$ cat src/design/deque_with_reverse_top_macros.svh
// assertion macros for the deque block
`ifndef DEQUE_WITH_REVERSE_TOP_MACROS_SVH
`define DEQUE_WITH_REVERSE_TOP_MACROS_SVH
`ifndef NO_ASSERTIONS
// checked only outside reset
`define DQR_ASSERT(lbl, prop) \
  lbl: assert property (@(posedge clk_i) disable iff (!rst_ni) prop) \
    else $error("deque check failed");
// checked on every edge, reset included
`define DQR_ASSERT_ALWAYS(lbl, prop) \
  lbl: assert property (@(posedge clk_i) prop) \
    else $error("deque check failed");
`else
`define DQR_ASSERT(lbl, prop)
`define DQR_ASSERT_ALWAYS(lbl, prop)
`endif
`endif

$ cat src/design/dqr_pkg.sv
`timescale 1ns / 1ps
package dqr_pkg;

  localparam int unsigned DefaultDepth = 16;
  localparam int unsigned ValueWidth   = 64;
  localparam int unsigned ReqWidth     = 3;
  localparam int unsigned TotalWidth   = 5;
  localparam int unsigned StatusWidth  = 2;
  localparam int unsigned OutWidth     =
    2 * ValueWidth + 1 + TotalWidth + StatusWidth;

  typedef enum logic [ReqWidth-1:0] {
    REQ_PUSH_FRONT = 3'd0,
    REQ_PUSH_BACK  = 3'd1,
    REQ_POP_FRONT  = 3'd2,
    REQ_POP_BACK   = 3'd3,
    REQ_REVERSE    = 3'd4,
    REQ_CLEAR      = 3'd5,
    REQ_PEEK       = 3'd6
  } req_e;

  typedef enum logic [StatusWidth-1:0] {
    ST_DONE      = 2'd0,
    ST_FULL_DROP = 2'd1,
    ST_EMPTY_POP = 2'd2
  } status_e;

  typedef enum logic [1:0] {
    FSM_IDLE = 2'd0,
    FSM_READ = 2'd1,
    FSM_RESP = 2'd2
  } fsm_e;

endpackage

$ cat src/design/deque_with_reverse_top.sv
`timescale 1ns / 1ps
// bounded deque of 64-bit values in a ring buffer memory, with a reverse flag
// each accepted request passes the idle (update/write), read (memory read) and resp (result load)
// states in turn; a new request is taken only back in idle, once the result slot is free or being read
// the result beat is registered after the single memory read of the head and tail after each update
// reset: asynchronous active low; empty, head slot 0, normal order
module deque_with_reverse_top #(
  parameter int unsigned DEPTH = dqr_pkg::DefaultDepth
) (
  input  logic                         clk_i,
  input  logic                         rst_ni,
  input  logic                         s_axis_tvalid,
  output logic                         s_axis_tready,
  // item_value
  input  logic [dqr_pkg::ValueWidth-1:0] s_axis_tdata,
  // req_type
  input  logic [dqr_pkg::ReqWidth-1:0] s_axis_tuser,
  output logic                         m_axis_tvalid,
  input  logic                         m_axis_tready,
  // front_value, back_value, is_empty, entry_total, status
  output logic [dqr_pkg::OutWidth-1:0] m_axis_tdata
);

  `include "deque_with_reverse_top_macros.svh"

  localparam int unsigned AW = (DEPTH > 1) ? $clog2(DEPTH) : 1;
  localparam int unsigned CW = $clog2(DEPTH + 1);
  localparam int unsigned SW = AW + 1;

  dqr_pkg::fsm_e    state_q, state_d;
  dqr_pkg::status_e status_q, status_d;
  logic [AW-1:0]    first_q, first_d;
  logic [CW-1:0]    count_q, count_d;
  logic             rev_q, rev_d;
  logic             m_valid_q, m_valid_d;
  logic [dqr_pkg::OutWidth-1:0] out_q, out_d;

  dqr_pkg::req_e    req;
  logic             accept;
  logic             full, empty;
  logic             at_head;
  logic [AW-1:0]    prev_first, next_first;
  logic [SW-1:0]    push_sum, last_sum;
  logic [AW-1:0]    push_slot, last_slot;
  logic             wr_en, rd_en;
  logic [AW-1:0]    wr_addr;
  logic [dqr_pkg::ValueWidth-1:0] head_val, tail_val, front_val, back_val;

  assign req    = dqr_pkg::req_e'(s_axis_tuser);
  assign accept = s_axis_tvalid && s_axis_tready;
  assign full   = (count_q == CW'(DEPTH));
  assign empty  = (count_q == '0);

  // ring pointer arithmetic
  assign prev_first = (first_q == '0) ? AW'(DEPTH - 1) : first_q - 1'b1;
  assign next_first = (first_q == AW'(DEPTH - 1)) ? '0 : first_q + 1'b1;
  assign push_sum   = SW'(first_q) + SW'(count_q);
  assign push_slot  = (push_sum >= SW'(DEPTH)) ? AW'(push_sum - SW'(DEPTH))
                                               : AW'(push_sum);
  assign last_sum   = SW'(first_q) + SW'(count_q) - 1'b1;
  assign last_slot  = (last_sum >= SW'(DEPTH)) ? AW'(last_sum - SW'(DEPTH))
                                               : AW'(last_sum);

  // front end maps to the physical head unless reversed
  assign at_head = ((req == dqr_pkg::REQ_PUSH_FRONT) ||
                    (req == dqr_pkg::REQ_POP_FRONT)) != rev_q;
  assign wr_addr = at_head ? prev_first : push_slot;

  // state register and pointers
  always_ff @(posedge clk_i or negedge rst_ni) begin
    if (!rst_ni) begin
      state_q   <= dqr_pkg::FSM_IDLE;
      first_q   <= '0;
      count_q   <= '0;
      rev_q     <= 1'b0;
      status_q  <= dqr_pkg::ST_DONE;
      m_valid_q <= 1'b0;
    end else begin
      state_q   <= state_d;
      first_q   <= first_d;
      count_q   <= count_d;
      rev_q     <= rev_d;
      status_q  <= status_d;
      m_valid_q <= m_valid_d;
    end
  end

  // result register
  always_ff @(posedge clk_i) begin
    out_q <= out_d;
  end

  // next state, request decode and result load
  always_comb begin
    state_d       = state_q;
    first_d       = first_q;
    count_d       = count_q;
    rev_d         = rev_q;
    status_d      = status_q;
    out_d         = out_q;
    wr_en         = 1'b0;
    rd_en         = 1'b0;
    s_axis_tready = 1'b0;
    m_valid_d     = (m_valid_q && m_axis_tready) ? 1'b0 : m_valid_q;
    case (state_q)
      dqr_pkg::FSM_IDLE: begin
        s_axis_tready = !m_valid_q || m_axis_tready;
        if (accept) begin
          state_d  = dqr_pkg::FSM_READ;
          status_d = dqr_pkg::ST_DONE;
          case (req)
            dqr_pkg::REQ_PUSH_FRONT, dqr_pkg::REQ_PUSH_BACK: begin
              if (full) begin
                status_d = dqr_pkg::ST_FULL_DROP;
              end else begin
                wr_en   = 1'b1;
                count_d = count_q + 1'b1;
                if (at_head) begin
                  first_d = prev_first;
                end
              end
            end
            dqr_pkg::REQ_POP_FRONT, dqr_pkg::REQ_POP_BACK: begin
              if (empty) begin
                status_d = dqr_pkg::ST_EMPTY_POP;
              end else begin
                count_d = count_q - 1'b1;
                if (at_head) begin
                  first_d = next_first;
                end
              end
            end
            dqr_pkg::REQ_REVERSE: begin
              rev_d = !rev_q;
            end
            dqr_pkg::REQ_CLEAR: begin
              first_d = '0;
              count_d = '0;
              rev_d   = 1'b0;
            end
            default: begin
            end
          endcase
        end
      end
      dqr_pkg::FSM_READ: begin
        rd_en   = 1'b1;
        state_d = dqr_pkg::FSM_RESP;
      end
      dqr_pkg::FSM_RESP: begin
        out_d     = {status_q, dqr_pkg::TotalWidth'(count_q), empty, back_val, front_val};
        m_valid_d = 1'b1;
        state_d   = dqr_pkg::FSM_IDLE;
      end
      default: begin
        state_d = dqr_pkg::FSM_IDLE;
      end
    endcase
  end

  // head and tail reads after the update
  dqr_ram #(
    .DEPTH (DEPTH),
    .AW    (AW)
  ) u_ram (
    .clk_i       (clk_i),
    .wr_en_i     (wr_en),
    .wr_addr_i   (wr_addr),
    .wr_data_i   (s_axis_tdata),
    .rd_en_i     (rd_en),
    .rd_a_addr_i (first_q),
    .rd_b_addr_i (last_slot),
    .rd_a_data_o (head_val),
    .rd_b_data_o (tail_val)
  );

  // logical ends, zero when empty
  assign front_val = empty ? '0 : (rev_q ? tail_val : head_val);
  assign back_val  = empty ? '0 : (rev_q ? head_val : tail_val);

  assign m_axis_tvalid = m_valid_q;
  assign m_axis_tdata  = out_q;

  `DQR_ASSERT(a_count_bound, count_q <= CW'(DEPTH))
  `DQR_ASSERT(a_first_bound, first_q <= AW'(DEPTH - 1))
  `DQR_ASSERT_ALWAYS(a_no_result_after_reset, !rst_ni |=> !m_axis_tvalid)
  `DQR_ASSERT(a_one_at_a_time, accept |=> !s_axis_tready)
  `DQR_ASSERT(a_result_slot_free, (state_q == dqr_pkg::FSM_RESP) |-> !m_valid_q)

endmodule

$ cat src/design/dqr_ram.sv
`timescale 1ns / 1ps
module dqr_ram #(
  parameter int unsigned DEPTH = dqr_pkg::DefaultDepth,
  parameter int unsigned AW    = (DEPTH > 1) ? $clog2(DEPTH) : 1
) (
  input  logic                           clk_i,
  input  logic                           wr_en_i,
  input  logic [AW-1:0]                  wr_addr_i,
  input  logic [dqr_pkg::ValueWidth-1:0] wr_data_i,
  input  logic                           rd_en_i,
  input  logic [AW-1:0]                  rd_a_addr_i,
  input  logic [AW-1:0]                  rd_b_addr_i,
  output logic [dqr_pkg::ValueWidth-1:0] rd_a_data_o,
  output logic [dqr_pkg::ValueWidth-1:0] rd_b_data_o
);

  logic [dqr_pkg::ValueWidth-1:0] mem_q [DEPTH];

  // single write port
  always_ff @(posedge clk_i) begin
    if (wr_en_i) begin
      mem_q[wr_addr_i] <= wr_data_i;
    end
  end

  // two registered read ports
  always_ff @(posedge clk_i) begin
    if (rd_en_i) begin
      rd_a_data_o <= mem_q[rd_a_addr_i];
      rd_b_data_o <= mem_q[rd_b_addr_i];
    end
  end

endmodule
$ cat config.mk
export PLATFORM = sky130hd
export DESIGN_NAME = deque_with_reverse_top
export DESIGN_NICKNAME = d
export VERILOG_FILES = /design/src/design/dqr_pkg.sv /design/src/design/deque_with_reverse_top.sv /design/src/design/dqr_ram.sv
export VERILOG_INCLUDE_DIRS = /design/src /design/src/design
export SDC_FILE = /design/constraint.sdc
export NUM_CORES = 2
export LEC_CHECK = 0
export BUFFER_PORTS_ARGS = -buffer_cell sky130_fd_sc_hd__buf_2
export CAP_MARGIN = 20
export CORE_AREA = 2 2 383 385
export CTS_CLUSTER_DIAMETER = 60
export DETAILED_ROUTE_END_ITERATION = 8
export DIE_AREA = 0 0 385 387
export GPL_ROUTABILITY_DRIVEN = 0
export PLACE_DENSITY_LB_ADDON = 0.08
export SYNTH_ARGS = -nofsm -noshare
export SYNTH_HDL_FRONTEND = slang
export SYNTH_SLANG_ARGS = --single-unit
$ cat constraint.sdc
create_clock -name clk_i -period 8.9 [get_ports clk_i]
set_clock_uncertainty 0.1 [all_clocks]
set_input_delay 1.78 -clock clk_i [delete_from_list [all_inputs] [get_ports clk_i]]
set_output_delay 1.78 -clock clk_i [all_outputs]
set_load 0.05 [all_outputs]
==> metrics.txt <==
# TYPE chip_impl_metric gauge
chip_impl_info{name="ys_dominant_reg_cell",value="sky130_fd_sc_hd__edfxtp_1"} 1
chip_impl_metric{name="synth.yosys.warnings",unit=""} 0
chip_impl_metric{name="multi_input_comb_area",unit="µm²"} 17800
chip_impl_metric{name="seq_area_frac_synth",unit=""} 0.677
chip_impl_metric{name="clk_pin_slew_worst_paths",unit="ns"} 0.06
chip_impl_metric{name="rows",unit=""} 140
chip_impl_info{name="holdCritStartpoint",value="status_q[1]$_DFFE_PN0P_"} 1
chip_impl_metric{name="via_count_of_the_first_global_routing_pass",unit=""} 30900
chip_impl_metric{name="cts_max_level",unit=""} 4
chip_impl_info{name="critical_path.startpoint_type",value="flop"} 1
chip_impl_metric{name="drt_drc_violations_left",unit=""} 0
chip_impl_metric{name="floorplan_die_width",unit="µm"} 385
chip_impl_metric{name="rr_worst_depth",unit=""} 8
chip_impl_info{name="synth.cells.most_frequent",value="1,288 x sky130_fd_sc_hd__edfxtp_1, 576 x sky130_fd_sc_hd__mux4_2, 323 x sky130_fd_sc_hd__mux2i_1"} 1
chip_impl_metric{name="fin_crit",unit="ns"} 5.19
chip_impl_metric{name="clk_path_buf_depth",unit=""} 3
chip_impl_metric{name="slew_headroom",unit=""} 0.267
chip_impl_metric{name="final_hold_slack",unit="ns"} 0.369
chip_impl_metric{name="final_setup_fails",unit=""} 0
chip_impl_info{name="synth_largest_area_cell",value="sky130_fd_sc_hd__edfxtp_1"} 1
chip_impl_metric{name="initial_core_util",unit=""} 0.398
chip_impl_metric{name="final_hold_viol_count",unit=""} 0
chip_impl_metric{name="initialDrtViolationCount",unit=""} 2537
chip_impl_metric{name="final_layout_size_suffix_gt1_frac",unit=""} 0.363
chip_impl_metric{name="max_clock_freq",unit="MHz"} 193
chip_impl_metric{name="drtAntennaViolNets",unit=""} 0
chip_impl_metric{name="cts_bufs_inserted",unit=""} 149
chip_impl_metric{name="reg2reg_slack",unit="ns"} 3.71
chip_impl_metric{name="hpwlAfterDp",unit="µm"} 84000
chip_impl_metric{name="grt_pass1_wl",unit="µm"} 222000
chip_impl_metric{name="post_drt_wl_per_cell",unit="µm"} 31.1
chip_impl_metric{name="design.portCount",unit=""} 209
chip_impl_metric{name="dieHeight",unit="µm"} 387
chip_impl_metric{name="postSynthAreaPerCell",unit="µm²"} 21.8
chip_impl_metric{name="async_reset_ff_frac",unit=""} 0.0115
chip_impl_info{name="min_path_type",value="reg -> reg"} 1
chip_impl_info{name="holdPathEnd",value="m_axis_tdata[135]$_DFFE_PP_"} 1
chip_impl_info{name="critPathKind",value="reg -> reg"} 1
chip_impl_metric{name="worstSkewPairLatency",unit="ns"} 0.78
chip_impl_metric{name="synth_edf_count",unit=""} 1288
chip_impl_metric{name="fin_ws",unit="ns"} 3.71
chip_impl_metric{name="critical_path_peak_fanout",unit=""} 87
chip_impl_metric{name="clkSinkCount",unit=""} 1303
chip_impl_metric{name="syn_nets",unit=""} 2730
chip_impl_metric{name="design.die.area",unit="µm²"} 149000
chip_impl_metric{name="cts.repair_timing.setup_buffer_count",unit=""} 0
chip_impl_metric{name="detailedPlace.worstSlack",unit="ns"} 3.59
chip_impl_info{name="outcome",value="complete, no violations"} 1
chip_impl_metric{name="yosys_register_bits",unit=""} 1303
chip_impl_info{name="rsz0062_at_grt",value="false"} 1
chip_impl_metric{name="holdBufCountCts",unit=""} 0
chip_impl_metric{name="worst_ep_required_time",unit="ns"} 9.29
chip_impl_info{name="endpoint_kind",value="flop"} 1
chip_impl_info{name="cts_root_buf",value="sky130_fd_sc_hd__clkbuf_16"} 1
chip_impl_metric{name="drt-total-wl",unit="µm"} 153000
chip_impl_metric{name="detail_route.first_pass.iterations",unit=""} 5
chip_impl_metric{name="mappedNetlistArea",unit="µm²"} 57700
chip_impl_metric{name="critical_path_arrival",unit="ns"} 5.58
chip_impl_info{name="rr_endpoint",value="u_ram.rd_b_data_o[4]$_DFFE_PN_"} 1
chip_impl_metric{name="place.port_buffers",unit=""} 208
chip_impl_metric{name="area_growth",unit="%"} 14.0
chip_impl_metric{name="layout.core_utilization",unit=""} 0.454
chip_impl_metric{name="setup_total_negative_slack",unit="ns"} 0
chip_impl_metric{name="register_area",unit="µm²"} 39100
chip_impl_metric{name="number_of_antenna_violations_at_the_first_check_in_global_routing",unit=""} 20
chip_impl_metric{name="max_cap_violations",unit=""} 0
chip_impl_info{name="synth.most_common_cell",value="sky130_fd_sc_hd__edfxtp_1"} 1
chip_impl_metric{name="worst_slew_pin_slew",unit="ns"} 1.10
chip_impl_metric{name="globalRouteOverflowTotal",unit=""} 0
chip_impl_metric{name="cts_resized",unit=""} 0
chip_impl_info{name="clock_tree_from_tritoncts",value="done"} 1
chip_impl_metric{name="yosysTopAreaCellShare",unit=""} 0.671
chip_impl_metric{name="fill_cells",unit=""} 12100
chip_impl_metric{name="post_synth_num_cell_types",unit=""} 48
chip_impl_metric{name="nNetsFinal",unit=""} 2966
chip_impl_metric{name="core_region_area",unit="µm²"} 145000
chip_impl_metric{name="route.vias.total",unit=""} 29000
chip_impl_metric{name="drv_slew",unit=""} 0
chip_impl_info{name="worstReg2RegStart",value="first_q[0]$_DFFE_PN0P_"} 1
chip_impl_info{name="synth_area_leaders",value="sky130_fd_sc_hd__edfxtp_1 67%, sky130_fd_sc_hd__mux4_2 23%, sky130_fd_sc_hd__mux2i_1 5.6%"} 1
chip_impl_metric{name="timing.hold.worst_path_depth",unit=""} 0
chip_impl_metric{name="grt.total_usage",unit=""} 0.207
chip_impl_metric{name="avgViaCountPerCell",unit=""} 5.90
chip_impl_metric{name="synthesis.instances",unit=""} 2648
chip_impl_metric{name="grt_start_max_net_pins",unit=""} 145
chip_impl_metric{name="finalCritPeriodShare",unit=""} 0.583
[kinds of logic (layout without fill, tap and decap cells)]
| kind of cell | Yosys count | count (layout) | synth area share |
|---|---|---|---|
| buffers and inverters | 189 | 545 | 0.0168 |
| DFF | 1303 | 1303 | 0.677 |
| xor gates and xnor gates | 13 | 13 | 0.00289 |
| muxes | 904 | 904 | 0.282 |
| AOI/OAI and AO/OA | 36 | 36 | 0.00458 |
| other | 0 | 5 | 0 |
| adders and majority gates | 11 | 11 | 0.00265 |
| and+or+nand+nor | 192 | 192 | 0.0137 |
[critical path, stage by stage, from the launching register on]
cell                      delay, ns
sky130_fd_sc_hd__dfrtp_4       0.73
sky130_fd_sc_hd__ha_4          0.78
sky130_fd_sc_hd__buf_12        0.61
sky130_fd_sc_hd__inv_1         0.18
sky130_fd_sc_hd__ha_4          0.54
sky130_fd_sc_hd__buf_4         0.84
sky130_fd_sc_hd__mux4_2        0.42
sky130_fd_sc_hd__mux2i_1       0.40
sky130_fd_sc_hd__mux2i_1       0.15
[cell usage in the layout (no fill, tap or decap), drive strengths merged, types with 4 or more instances in the layout]
cell,synthesis,final
edfxtp,1288,1288
mux4,576,576
mux2i,323,323
buf,109,267
clkbuf,73,190
nor2,153,153
clkinv,0,56
dfrtp,15,15
inv,7,15
nand2,13,13
bufinv,0,11
a21oi,10,10
ha,9,9
xnor2,9,9
nand3,7,7
clkinvlp,0,6
diode,0,5
nand2b,5,5
a21o,5,5
mux2,5,5
nor2b,5,5
o31ai,4,4
a32oi,4,4
xor2,4,4
[how the worst max path moves through the flow]
stage | start | to | slack (ns) | depth (start not counted)
floorplan | state_q[0]$_DFFE_PN0P_ | m_axis_tdata[0]$_SDFFCE_PN0P_ | 1.72 | 1
global placement | m_axis_tready | u_ram.mem_q[8][40]$_DFFE_PP_ | 2.88 | 7
detailed placement | first_q[0]$_DFFE_PN0P_ | u_ram.rd_b_data_o[4]$_DFFE_PN_ | 3.59 | 8
CTS | first_q[0]$_DFFE_PN0P_ | u_ram.rd_b_data_o[4]$_DFFE_PN_ | 3.59 | 8
global route | first_q[0]$_DFFE_PN0P_ | u_ram.rd_b_data_o[4]$_DFFE_PN_ | 3.29 | 8
finish | first_q[0]$_DFFE_PN0P_ | u_ram.rd_b_data_o[4]$_DFFE_PN_ | 3.71 | 8
[through the flow]
stage          instances  cell area [µm²]
3_5_place_dp        4649            61000
4_1_cts             4920            65700
6_report            4926            65700
5_1_grt             4922            65700
3_3_place_gp        4647            60900
2_1_floorplan       2648            57700
[cell type report]
cell class	count	share of cell area
Clock inverter	81	0.0113
Inverter	7	0.000438
Clock buffer	190	0.0610
Timing Repair Buffer	267	0.0254
Multi-Input combinational cell	1156	0.271
Antenna cell	5	0.000190
Sequential cell	1303	0.594
Tap cell	1917	0.0365
[sequential cells by signal, summed over array words and instances (netlist names)]
register           flops
m_axis_tdata         136
u_ram.mem_q         1024
first_q                4
state_q                2
u_ram.rd_b_data_o     64
rev_q                  1
status_q               2
m_axis_tvalid          1
u_ram.rd_a_data_o     64
count_q                5
[routing by layer]
metal	track usage	part of all wire	wire (µm)	vias to the layer above
met5	0	0.00042	65	-
met4	0.0579	0.024	3640	12
met3	0.0406	0.055	8420	247
li1	-	-	-	11900
met2	0.335	0.49	75100	991
met1	0.285	0.43	66200	15900
Power is not shown: default switching activity piles up to over one toggle a cycle in this logic, so the estimate is an artifact.
